**config.mk**
```make
export PLATFORM = sky130hd
export DESIGN_NAME = m68k_subset_decode_execute_core
export DESIGN_NICKNAME = d
export VERILOG_FILES = /design/src/hdl/m68kdx_pkg.sv /design/src/hdl/m68kdx_exec.sv /design/src/hdl/m68k_subset_decode_execute_core.sv
export SDC_FILE = /design/constraint.sdc
export NUM_CORES = 1
export LEC_CHECK = 0
export BUFFER_PORTS_ARGS = -buffer_cell sky130_fd_sc_hd__buf_2
export CORE_AREA = 3 3 284 286
export CTS_CLUSTER_DIAMETER = 100
export DETAILED_ROUTE_END_ITERATION = 10
export DIE_AREA = 0 0 287 289
export PLACE_DENSITY_LB_ADDON = 0.2
export SYNTH_ARGS = -nofsm -noshare
export SYNTH_HDL_FRONTEND = slang
export SYNTH_SLANG_ARGS = --single-unit
```
**constraint.sdc**
```tcl
create_clock -name clk_i -period 13.9 [get_ports clk_i]
set_clock_uncertainty 0.1 [all_clocks]
set_input_delay 1.39 -clock clk_i [delete_from_list [all_inputs] [get_ports clk_i]]
set_output_delay 1.39 -clock clk_i [all_outputs]
set_load 0.01 [all_outputs]
```
**src/hdl/m68kdx_pkg.sv**
```systemverilog
`timescale 1ns / 1ps
`default_nettype none

package m68kdx_pkg;

  // Architectural sizes
  localparam int unsigned DATA_W    = 32;
  localparam int unsigned OP_W      = 16;
  localparam int unsigned FLAG_W    = 5;
  localparam int unsigned NUM_REGS  = 8;
  localparam int unsigned REG_IDX_W = $clog2(NUM_REGS);

  // Flag bit positions in the condition register
  localparam int unsigned FLAG_X_BIT = 4;
  localparam int unsigned FLAG_N_BIT = 3;
  localparam int unsigned FLAG_Z_BIT = 2;
  localparam int unsigned FLAG_V_BIT = 1;
  localparam int unsigned FLAG_C_BIT = 0;

  // Opcode constants
  localparam logic [OP_W-1:0] OPC_NOP = 16'h4E71;

  localparam logic [3:0] GRP_BCC   = 4'h6;
  localparam logic [3:0] GRP_MOVEQ = 4'h7;
  localparam logic [3:0] GRP_MOVEL = 4'h2;
  localparam logic [3:0] GRP_OR    = 4'h8;
  localparam logic [3:0] GRP_SUB   = 4'h9;
  localparam logic [3:0] GRP_CMPEOR = 4'hB;
  localparam logic [3:0] GRP_AND   = 4'hC;
  localparam logic [3:0] GRP_ADD   = 4'hD;

  localparam logic [2:0] OPMODE_MOVE = 3'd0;
  localparam logic [2:0] OPMODE_LONG = 3'd2;
  localparam logic [2:0] OPMODE_EOR  = 3'd6;
  localparam logic [2:0] EAMODE_DREG = 3'd0;

  localparam logic [3:0] CC_T   = 4'h0;
  localparam logic [3:0] CC_F   = 4'h1;
  localparam logic [3:0] CC_HI  = 4'h2;
  localparam logic [3:0] CC_LS  = 4'h3;
  localparam logic [3:0] CC_CC  = 4'h4;
  localparam logic [3:0] CC_CS  = 4'h5;
  localparam logic [3:0] CC_NE  = 4'h6;
  localparam logic [3:0] CC_EQ  = 4'h7;
  localparam logic [3:0] CC_VC  = 4'h8;
  localparam logic [3:0] CC_VS  = 4'h9;
  localparam logic [3:0] CC_PL  = 4'hA;
  localparam logic [3:0] CC_MI  = 4'hB;
  localparam logic [3:0] CC_GE  = 4'hC;
  localparam logic [3:0] CC_LT  = 4'hD;
  localparam logic [3:0] CC_GT  = 4'hE;

  localparam logic [7:0] DISP_WORD = 8'h00;
  localparam logic [7:0] DISP_LONG = 8'hFF;

  // Decoded instruction class
  typedef enum logic [3:0] {
    INS_NOP,
    INS_MOVEQ,
    INS_MOVE,
    INS_ADD,
    INS_SUB,
    INS_CMP,
    INS_EOR,
    INS_AND,
    INS_OR,
    INS_BCC,
    INS_ILLEGAL
  } ins_class_e;

  // Result of one executed instruction
  typedef struct packed {
    logic [DATA_W-1:0] next_pc;
    logic              branch_taken;
    logic [DATA_W-1:0] written_value;
    logic [FLAG_W-1:0] flags;
    logic              unsupported;
  } ex_result_t;

  // Register file write request
  typedef struct packed {
    logic                 en;
    logic [REG_IDX_W-1:0] idx;
    logic [DATA_W-1:0]    data;
  } rf_write_t;

  // Branch condition evaluation on the current flags
  function automatic logic cond_true(input logic [3:0] cc, input logic [FLAG_W-1:0] f);
    logic c;
    logic v;
    logic z;
    logic n;
    logic res;
    c = f[FLAG_C_BIT];
    v = f[FLAG_V_BIT];
    z = f[FLAG_Z_BIT];
    n = f[FLAG_N_BIT];
    case (cc)
      CC_T:    res = 1'b1;
      CC_F:    res = 1'b0;
      CC_HI:   res = !c && !z;
      CC_LS:   res = c || z;
      CC_CC:   res = !c;
      CC_CS:   res = c;
      CC_NE:   res = !z;
      CC_EQ:   res = z;
      CC_VC:   res = !v;
      CC_VS:   res = v;
      CC_PL:   res = !n;
      CC_MI:   res = n;
      CC_GE:   res = (n == v);
      CC_LT:   res = (n != v);
      CC_GT:   res = !z && (n == v);
      default: res = z || (n != v);
    endcase
    return res;
  endfunction

endpackage

`default_nettype wire

```
**src/hdl/m68kdx_exec.sv**
```systemverilog
`timescale 1ns / 1ps
`default_nettype none

// Decode and execute of one instruction word: purely combinational
module m68kdx_exec import m68kdx_pkg::*; (
  input  wire logic [OP_W-1:0]   opcode_i,
  input  wire logic [DATA_W-1:0] instr_address_i,
  input  wire logic [DATA_W-1:0] dst_val_i,
  input  wire logic [DATA_W-1:0] src_val_i,
  input  wire logic [FLAG_W-1:0] flags_i,
  output ex_result_t             result_o,
  output rf_write_t              rf_wr_o
);

  logic [3:0]           group;
  logic [REG_IDX_W-1:0] rhi;
  logic [REG_IDX_W-1:0] rlo;
  logic [2:0]           opmode;
  logic [2:0]           eamode;
  logic [3:0]           cc;
  logic [7:0]           disp;
  logic [DATA_W-1:0]    disp_sx;
  logic [DATA_W-1:0]    pc2;
  ins_class_e           ins;

  logic [DATA_W:0]      add_full;
  logic [DATA_W:0]      sub_full;
  logic [DATA_W-1:0]    add_r;
  logic [DATA_W-1:0]    sub_r;
  logic                 add_v;
  logic                 sub_v;
  logic                 xkeep;

  assign group   = opcode_i[15:12];
  assign rhi     = opcode_i[11:9];
  assign rlo     = opcode_i[2:0];
  assign opmode  = opcode_i[8:6];
  assign eamode  = opcode_i[5:3];
  assign cc      = opcode_i[11:8];
  assign disp    = opcode_i[7:0];
  assign disp_sx = {{(DATA_W-8){disp[7]}}, disp};
  assign pc2     = instr_address_i + DATA_W'(2);
  assign xkeep   = flags_i[FLAG_X_BIT];

  // Instruction classification, in priority order
  always_comb begin
    if (opcode_i == OPC_NOP) begin
      ins = INS_NOP;
    end else if (group == GRP_MOVEQ && !opcode_i[8]) begin
      ins = INS_MOVEQ;
    end else if (group == GRP_MOVEL && eamode == EAMODE_DREG && opmode == OPMODE_MOVE) begin
      ins = INS_MOVE;
    end else if (group == GRP_ADD && opmode == OPMODE_LONG && eamode == EAMODE_DREG) begin
      ins = INS_ADD;
    end else if (group == GRP_SUB && opmode == OPMODE_LONG && eamode == EAMODE_DREG) begin
      ins = INS_SUB;
    end else if (group == GRP_CMPEOR && opmode == OPMODE_LONG && eamode == EAMODE_DREG) begin
      ins = INS_CMP;
    end else if (group == GRP_CMPEOR && opmode == OPMODE_EOR && eamode == EAMODE_DREG) begin
      ins = INS_EOR;
    end else if (group == GRP_AND && opmode == OPMODE_LONG && eamode == EAMODE_DREG) begin
      ins = INS_AND;
    end else if (group == GRP_OR && opmode == OPMODE_LONG && eamode == EAMODE_DREG) begin
      ins = INS_OR;
    end else if (group == GRP_BCC && disp != DISP_WORD && disp != DISP_LONG && cc != CC_F) begin
      ins = INS_BCC;
    end else begin
      ins = INS_ILLEGAL;
    end
  end

  // Adder and subtractor with carry/borrow out
  assign add_full = {1'b0, dst_val_i} + {1'b0, src_val_i};
  assign sub_full = {1'b0, dst_val_i} - {1'b0, src_val_i};
  assign add_r    = add_full[DATA_W-1:0];
  assign sub_r    = sub_full[DATA_W-1:0];
  assign add_v    = ~(dst_val_i[DATA_W-1] ^ src_val_i[DATA_W-1])
                    & (dst_val_i[DATA_W-1] ^ add_r[DATA_W-1]);
  assign sub_v    = (dst_val_i[DATA_W-1] ^ src_val_i[DATA_W-1])
                    & (dst_val_i[DATA_W-1] ^ sub_r[DATA_W-1]);

  // Result, flags and register write
  always_comb begin
    logic [DATA_W-1:0] val;
    val = '0;
    result_o.next_pc       = pc2;
    result_o.branch_taken  = 1'b0;
    result_o.written_value = '0;
    result_o.flags         = flags_i;
    result_o.unsupported   = 1'b0;
    rf_wr_o.en             = 1'b0;
    rf_wr_o.idx            = rhi;
    rf_wr_o.data           = '0;

    case (ins)
      INS_NOP: begin
      end
      INS_MOVEQ, INS_MOVE, INS_AND, INS_OR, INS_EOR: begin
        case (ins)
          INS_MOVEQ: val = disp_sx;
          INS_MOVE:  val = src_val_i;
          INS_AND:   val = dst_val_i & src_val_i;
          INS_OR:    val = dst_val_i | src_val_i;
          default:   val = dst_val_i ^ src_val_i;
        endcase
        result_o.written_value = val;
        result_o.flags = {xkeep, val[DATA_W-1], (val == '0), 1'b0, 1'b0};
        rf_wr_o.en   = 1'b1;
        rf_wr_o.idx  = (ins == INS_EOR) ? rlo : rhi;
        rf_wr_o.data = val;
      end
      INS_ADD: begin
        result_o.written_value = add_r;
        result_o.flags = {add_full[DATA_W], add_r[DATA_W-1], (add_r == '0), add_v,
                          add_full[DATA_W]};
        rf_wr_o.en   = 1'b1;
        rf_wr_o.data = add_r;
      end
      INS_SUB: begin
        result_o.written_value = sub_r;
        result_o.flags = {sub_full[DATA_W], sub_r[DATA_W-1], (sub_r == '0), sub_v,
                          sub_full[DATA_W]};
        rf_wr_o.en   = 1'b1;
        rf_wr_o.data = sub_r;
      end
      INS_CMP: begin
        result_o.flags = {xkeep, sub_r[DATA_W-1], (sub_r == '0), sub_v, sub_full[DATA_W]};
      end
      INS_BCC: begin
        if (cond_true(cc, flags_i)) begin
          result_o.branch_taken = 1'b1;
          result_o.next_pc      = pc2 + disp_sx;
        end
      end
      default: begin
        result_o.unsupported = 1'b1;
      end
    endcase
  end

endmodule

`default_nettype wire

```
**src/hdl/m68k_subset_decode_execute_core.sv**
```systemverilog
`timescale 1ns / 1ps
`default_nettype none

// Channel  | handshake                   | payload
// ---------+-----------------------------+------------------------------------------
// input    | in_valid_i / in_ready_o     | opcode_i, instr_address_i
// output   | out_valid_o / out_ready_i   | next_pc_o, branch_taken_o, written_value_o,
//          |                             | flags_out_o, unsupported_o
//
// One instruction per cycle sustained while the output is not stalled.
// Stage 1 holds the opcode and both register operands, read at acceptance with a
// bypass from the instruction executing in that cycle; execute runs into the result
// register. Reset clears all data registers (per-entry valid bits) and the flags.
// A stalled output holds the result; input is still taken when the result moves on.
module m68k_subset_decode_execute_core import m68kdx_pkg::*; (
  input  wire logic              clk_i,
  input  wire logic              rst_ni,
  input  wire logic              in_valid_i,
  output logic                   in_ready_o,
  input  wire logic [OP_W-1:0]   opcode_i,
  input  wire logic [DATA_W-1:0] instr_address_i,
  output logic                   out_valid_o,
  input  wire logic              out_ready_i,
  output logic [DATA_W-1:0]      next_pc_o,
  output logic                   branch_taken_o,
  output logic [DATA_W-1:0]      written_value_o,
  output logic [FLAG_W-1:0]      flags_out_o,
  output logic                   unsupported_o
);

  // Stage 1: instruction inputs and operands
  logic                 s1_valid_q;
  logic [OP_W-1:0]      s1_opcode_q;
  logic [DATA_W-1:0]    s1_addr_q;
  logic [DATA_W-1:0]    s1_dst_q;
  logic [DATA_W-1:0]    s1_src_q;

  // Architectural state
  logic [DATA_W-1:0]    rf_mem [NUM_REGS];
  logic [NUM_REGS-1:0]  rf_vld_q;
  logic [FLAG_W-1:0]    flags_q;

  // Result register
  logic                 out_valid_q;
  ex_result_t           out_res_q;

  ex_result_t           ex_res;
  rf_write_t            rf_wr;
  logic                 ex_fire;
  logic                 in_fire;
  logic [REG_IDX_W-1:0] rd_dst_idx;
  logic [REG_IDX_W-1:0] rd_src_idx;

  assign ex_fire    = s1_valid_q && (!out_valid_q || out_ready_i);
  assign in_ready_o = !s1_valid_q || ex_fire;
  assign in_fire    = in_valid_i && in_ready_o;
  assign rd_dst_idx = opcode_i[11:9];
  assign rd_src_idx = opcode_i[2:0];

  // Execute unit
  m68kdx_exec u_exec (
    .opcode_i        (s1_opcode_q),
    .instr_address_i (s1_addr_q),
    .dst_val_i       (s1_dst_q),
    .src_val_i       (s1_src_q),
    .flags_i         (flags_q),
    .result_o        (ex_res),
    .rf_wr_o         (rf_wr)
  );

  // Stage 1 control
  always_ff @(posedge clk_i or negedge rst_ni) begin
    if (!rst_ni) begin
      s1_valid_q <= 1'b0;
    end else if (in_fire) begin
      s1_valid_q <= 1'b1;
    end else if (ex_fire) begin
      s1_valid_q <= 1'b0;
    end
  end

  // Stage 1 payload and operand read with bypass from the executing instruction
  always_ff @(posedge clk_i) begin
    if (in_fire) begin
      s1_opcode_q <= opcode_i;
      s1_addr_q   <= instr_address_i;
      if (ex_fire && rf_wr.en && rf_wr.idx == rd_dst_idx) begin
        s1_dst_q <= rf_wr.data;
      end else begin
        s1_dst_q <= rf_vld_q[rd_dst_idx] ? rf_mem[rd_dst_idx] : '0;
      end
      if (ex_fire && rf_wr.en && rf_wr.idx == rd_src_idx) begin
        s1_src_q <= rf_wr.data;
      end else begin
        s1_src_q <= rf_vld_q[rd_src_idx] ? rf_mem[rd_src_idx] : '0;
      end
    end
  end

  // Data register storage
  always_ff @(posedge clk_i) begin
    if (ex_fire && rf_wr.en) begin
      rf_mem[rf_wr.idx] <= rf_wr.data;
    end
  end

  // Per-entry valid bits: an unwritten register reads as zero
  always_ff @(posedge clk_i or negedge rst_ni) begin
    if (!rst_ni) begin
      rf_vld_q <= '0;
    end else if (ex_fire && rf_wr.en) begin
      rf_vld_q[rf_wr.idx] <= 1'b1;
    end
  end

  // Condition register
  always_ff @(posedge clk_i or negedge rst_ni) begin
    if (!rst_ni) begin
      flags_q <= '0;
    end else if (ex_fire) begin
      flags_q <= ex_res.flags;
    end
  end

  // Result register control
  always_ff @(posedge clk_i or negedge rst_ni) begin
    if (!rst_ni) begin
      out_valid_q <= 1'b0;
    end else if (ex_fire) begin
      out_valid_q <= 1'b1;
    end else if (out_ready_i) begin
      out_valid_q <= 1'b0;
    end
  end

  // Result register payload
  always_ff @(posedge clk_i) begin
    if (ex_fire) begin
      out_res_q <= ex_res;
    end
  end

  assign out_valid_o     = out_valid_q;
  assign next_pc_o       = out_res_q.next_pc;
  assign branch_taken_o  = out_res_q.branch_taken;
  assign written_value_o = out_res_q.written_value;
  assign flags_out_o     = out_res_q.flags;
  assign unsupported_o   = out_res_q.unsupported;

endmodule

`default_nettype wire

```
==> impl_metrics.yaml, run 1 <==
worst_setup_path:
  slowest_delay_ps: 900
  rrSetupSlack_ps: 8710
  cp.depth: 13
  rr_worst_depth: 13
  worst-path-buf-inv: 0
  critical_path_required_ps: 14230
  cpMostUsedCell: "nand2_1"
  crit_fanout: 11
  endpoint_kind: "register"
  slowest_stage: "o211ai_1"
  cp.arrival_ps: 5510
  cp_top_family: "compound AO/OA/AOI/OAI gates"
  worstPathCellList: "ha_1 > fa_1 > a211oi_1 > o21ai_1 > a311oi_1 > a31oi_1 > a211o_1 > nand3_1 > nand2_1 > xnor2_1 > o211ai_1 > nand2_1 > o31ai_1"
  critPathLaunchType: "register"
  path_class: "register to register"
  r2r_end: "s1_dst_q[22]"
  r2r_start: "s1_src_q[0]"
drt:
  drtIter0Drc: 1788
  firstDrtPassIters: 6
  viasPerCell: 5.785
  drc: 0
  drt_wl_total_um: 94230
  routedWlPerCell_um: 27.35
  via_count: 19930
  ant_nets: 0
timing:
  fin_crit_sh_pct: 37.30
  min_period_ps: 5185
  max_freq_ghz: 0.1929
  report.final.slew_viol_count: 0
  finalSetupViolCount: 0
  relSlewSlack_pct: 20.07
  rsz0062_at_grt: "no"
  finalSetupTns_ps: 0
  tightest_slew_ps: 1174
  hold_viol: 0
min_path:
  min_path_cells: 1
  min_to: "out_valid_o"
  hp-start: "s1_valid_q"
  hold_class: "register to register"
synth:
  syn_nets: 2451
  synthesis.instances: 2268
  synth-edff-count: 439
  synthFlopType: "edfxtp_1"
  async_flop_share_pct: 3.304
  synth_area_um2: 27390
  seq_area_frac_synth_pct: 49.50
  postSynthAreaPerCell_um2: 12.08
  synth_warnings: 0
  synth_seq_cells: 454
  synth.distinct_cells: 83
layout:
  seq_area_um2: 13560
  nNetsFinal: 2533
  drive_above_1_share_pct: 18.38
  layout_common_cells: "edfxtp_1 (439), a21oi_1 (162), o21ai_0 (132), mux4_2 (132)"
  final_common_cell: "edfxtp_1"
  fillers: 7541
  area_growth_syn_to_layout_pct: 12.98
  multi_input_area_um2: 12940
cts:
  holdBufCountCts: 0
  cts_root_buffer: "clkbuf_16"
  htree_levels: 2
  cts_made_buffers: 53
  insertion_delay_ps: 640
  ctsResizeCount: 0
  cts_sinks: 454
  cts_tree: "built"
  post_cts.repair.setup_buffers: 0
  cts.clk_slew.worst_paths_ps: 60
  cts.path.max_buffers: 3
job:
  cap_violations: 0
placement:
  portBuffers: 124
  hpwl_um: 65900
  gp_congestion: 1.003
floorplanning:
  rows: 103
  die_w_um: 287
  ios: 125
  die-area_um2: 82940
  fp.coreArea_um2: 78610
  initial_core_util_pct: 34.84
  die_h_um: 289
power:
  vdd_drop_max_mv: 0.08691
  power_density_nw_per_um2: 119.6
  power_uw: 3702
  p_leak_uw: 0.01118
status:
  status: "complete, no violations"
grt:
  grt_pass1_vias: 20020
  antenna_found_initial: 3
  grt_max_degree: 71
  track_usage_pct: 22.40
  grt_pass1_wl_um: 137400
  grt_overflow: 0
## through the flow
step	cell area (um^2)	util (%)	hold WS, ps	setup slack (ps)	instances
6_report	30940	39.36	393.6	8715	3445
5_1_grt	30940	39.36	410.1	8385	3444
4_1_cts	30940	39.36	390.9	8818	3444
3_5_place_dp	29200	37.14	376.8	8859	3345
3_3_place_gp	29200	37.14	368.3	8791	3345
2_1_floorplan	27390	-	351.5	6445	2268
## area by class of cell
class | instances | share of cell area, %
inverters | 128 | 1.561
flip-flops and latches | 454 | 43.81
clock inverters | 36 | 1.221
well taps | 1050 | 4.246
clock buffers | 63 | 4.407
diodes | 1 | 0.008087
repair buffers | 161 | 2.935
multi-input cells | 1552 | 41.81
## power breakdown
part           leakage, uW  internal [uW]  switching (uW)  total (uW)
Sequential         0.00424           1560            47.5        1610
Clock             0.000844            801             592        1390
Combinational      0.00610            254             449         703
## registers in the layout, summed over array words and instances, names as in the netlist
register and count:
next_pc_o 32, branch_taken_o 1, s1_valid_q 1, written_value_o 32, s1_opcode_q 16, rf_vld_q 8, s1_addr_q 32, flags_out_o 5
s1_src_q 32, s1_dst_q 32, rf_mem 256, flags_q 5, unsupported_o 1, out_valid_o 1
## cells in the mapped netlist (all sizes together) (7+ instances only)
cell | n | share of area, %
a211oi | 15 | 0.41
a21o | 29 | 0.79
a21oi | 162 | 3.0
a221oi | 17 | 0.61
a22oi | 8 | 0.22
a31oi | 19 | 0.43
and2 | 10 | 0.23
and3 | 17 | 0.39
buf | 27 | 0.39
clkbuf | 107 | 1.5
dfrtp | 15 | 1.4
edfxtp | 439 | 48
ha | 128 | 5.8
inv | 127 | 1.7
mux2 | 17 | 0.70
mux2i | 74 | 2.7
mux4 | 132 | 11
nand2 | 128 | 1.8
nand2b | 17 | 0.39
nand3 | 37 | 0.68
nand4 | 21 | 0.50
nor2 | 119 | 1.6
nor2b | 12 | 0.27
nor3 | 39 | 0.73
nor3b | 7 | 0.23
nor4 | 28 | 0.74
o2111ai | 9 | 0.29
o211ai | 18 | 0.49
o21a | 14 | 0.38
o21ai | 138 | 2.5
o21bai | 21 | 0.58
o22ai | 9 | 0.21
o31ai | 44 | 1.2
or2 | 16 | 0.37
or3 | 47 | 1.1
xnor2 | 86 | 2.7
xor2 | 31 | 0.99
## metal layers
layer	vias to the layer above	routed length, um	track usage [%]
li1	8907	-	-
met1	10130	40830	30.37
met2	736	44010	36.79
met3	157	6122	3.478
met4	2	3248	7.523
met5	-	13	0
## how the worst max path moves through the flow
stage,slack [ps],start,endpoint
after floorplan,6450,out_ready_i,rf_mem[1][0]
after global placement,8790,s1_opcode_q[14],rf_mem[0][8]
after detailed placement,8860,s1_src_q[0],s1_dst_q[22]
after CTS,8820,s1_src_q[0],s1_dst_q[22]
after global routing,8390,s1_src_q[0],s1_src_q[22]
final,8710,s1_src_q[0],s1_dst_q[22]
## kinds of logic after synthesis
family	Yosys count	share of synthesized area [%]
AO/OA/AOI/OAI	562	13.18
XOR/XNOR	117	3.741
adder cells (fa/ha/maj)	131	6.066
multiplexers	223	14.26
flip-flops	454	49.50
AND/OR/NAND/NOR	519	9.643
buffers and inverters	262	3.613
Note: power is estimated with default switching activity, not from simulation.
==> inputs of run 2 (changes only) <==
==> constraint.sdc (replaced) <==
create_clock -name clk_i -period 4.7 [get_ports clk_i]
set_clock_uncertainty 0.1 [all_clocks]
set_input_delay 0.47 -clock clk_i [delete_from_list [all_inputs] [get_ports clk_i]]
set_output_delay 0.47 -clock clk_i [all_outputs]
set_load 0.01 [all_outputs]
==> run 2 against run 1 <==
Effect of this change:
- design area increased by 4.8%
- core utilization increased by 1.9 points
- setup slack worse by 8600 ps
- first-iteration DRC count decreased by 1.7%
- worst hold slack got worse by 350 ps
- sequential power increased to 3.0 times the previous value
- via count is 4.4% higher
- final cell count grew 4.6%
- global-route usage is 1.1 points higher
- critical endpoint is now flags_q[2]
- largest power group unchanged
- highest routed layer is now met4
==> impl_metrics.yaml, run 2 (same netlist as run 1, synthesis figures left out) <==
status:
  status: "complete, no violations"
floorplanning:
  die_h_um: 289
  initial_core_util_pct: 34.84
  die-area_um2: 82940
  rows: 103
  die_w_um: 287
  fp.coreArea_um2: 78610
  ios: 125
worst_setup_path:
  slowest_stage: "or4_1"
  endpoint_kind: "register"
  cp.depth: 14
  worst-path-buf-inv: 2
  critical_path_required_ps: 5140
  crit_path_end: "flags_q[2]"
  cpMostUsedCell: "or4_1"
  r2r_end: "flags_q[2]"
  r2r_start: "s1_src_q[9]"
  cp.arrival_ps: 4990
  slowest_delay_ps: 600
  crit_fanout: 8
  rr_worst_depth: 14
  path_class: "register to register"
  critPathLaunchType: "register"
  rrSetupSlack_ps: 150
  cp_top_family: "simple AND/OR/NAND/NOR gates"
  worstPathCellList: "inv_1 > ha_1 > nor3b_1 > or3_4 > a221o_1 > nor2_1 > xnor2_1 > nand4_1 > or4_1 > or4_1 > nor4_2 > a221oi_1 > buf_4 > a21oi_1"
  crit_start: "s1_src_q[9]"
layout:
  area_growth_syn_to_layout_pct: 18.36
  nNetsFinal: 2692
  layout_common_cells: "edfxtp_1 (439), a21oi_1 (161), buf_4 (143)"
  final_common_cell: "edfxtp_1"
  top_register: "rf_mem"
  largest_reg_flops: 256
  drive_above_1_share_pct: 22.29
  seq_area_um2: 13560
  fillers: 7495
  multi_input_area_um2: 13040
cts:
  htree_levels: 2
  cts.path.max_buffers: 3
  cts_tree: "built"
  cts_sinks: 454
  cts.clk_slew.worst_paths_ps: 60
  cts_root_buffer: "clkbuf_16"
  insertion_delay_ps: 630
  cts_made_buffers: 54
drt:
  firstDrtPassIters: 5
  drc: 0
  routedWlPerCell_um: 27.22
  viasPerCell: 5.775
  drt_wl_total_um: 98080
  via_count: 20810
  ant_nets: 0
  drtIter0Drc: 1757
min_path:
  hold_class: "primary input to register"
power:
  power_density_nw_per_um2: 338.2
  p_leak_uw: 0.01196
  vdd_drop_max_mv: 0.2560
timing:
  min_period_ps: 4551
  rsz0062_at_grt: "no"
  hold_viol: 0
  tightest_slew_ps: 1205
  max_freq_ghz: 0.2197
  fin_crit_sh_pct: 96.84
  whs_ps: 39.45
  final.setup.worst_slack_ps: 148.7
  finalSetupViolCount: 0
  report.final.slew_viol_count: 0
  relSlewSlack_pct: 19.68
grt:
  antenna_found_initial: 1
  grt_pass1_vias: 21320
  grt_max_degree: 68
  track_usage_pct: 23.48
  grt_pass1_wl_um: 144400
  grt_overflow: 0
job:
  cap_violations: 0
placement:
  dp_slack_ps: 70.37
  portBuffers: 124
  hpwl_um: 69050
  gp_congestion: 1.039
## run 2: stage by stage
stage	TNS, ps	total power [uW]	util, %	std cells	instance area, um^2
6_report	0	10960	41.24	3604	32420
5_1_grt	0	11440	41.24	3603	32420
4_1_cts	0	11050	41.17	3601	32360
3_5_place_dp	0	6990	38.44	3457	30220
3_3_place_gp	0	6985	38.44	3457	30220
2_1_floorplan	-11610	6177	-	2268	27440
## run 2: layout make-up
type	count	share of cell area (%)
multi-input cells	1552	40.22
repair buffers	319	7.171
clock inverters	38	0.9726
well taps	1050	4.052
inverters	128	1.494
diodes	1	0.007719
flip-flops and latches	454	41.82
clock buffers	62	4.261
## run 2: worst min-delay path by stage
| stage | start | to | slack, ps | cells after the start |
|---|---|---|---|---|
| after floorplan | rst_ni | flags_q[0] | 70 | 0 |
| after global placement | rst_ni | s1_valid_q | 310 | 1 |
| after detailed placement | rst_ni | s1_valid_q | 320 | 1 |
| after CTS | out_ready_i | out_valid_o | 3 | 3 |
| after global routing | out_ready_i | out_valid_o | 40 | 3 |
| final | out_ready_i | out_valid_o | 40 | 3 |
## run 2: worst register-to-register path, cell delays in order (launching register included)
cell      delay [ps]
edfxtp_1         370
inv_1             70
ha_1             510
nor3b_1          150
or3_4            420
a221o_1          400
nor2_1           330
xnor2_1          220
nand4_1          160
or4_1            470
or4_1            600
nor4_2           160
a221oi_1         170
buf_4            210
a21oi_1          110
## run 2: repair_timing
item | in CTS | in global routing
setup endpoints to repair | 1 | 15
endpoints found under the hold margin | 58 | 0
pin swaps | 0 | 5
gates resized for setup | 1 | 10
buffers inserted | 0 | 2
hold buffers | 44 | 0
## run 2: power by group
group,switching [uW],internal (uW),total [uW]
sequential,138,4610,4750
clock,1740,2240,3980
combinational,1370,872,2240
## run 2: routing by layer
metal	routed length, um	track usage (%)	vias up
li1	-	-	9221
met1	42230	31.16	10640
met3	5444	3.234	183
met2	45850	38.60	766
met5	0	0	-
met4	4564	10.17	0
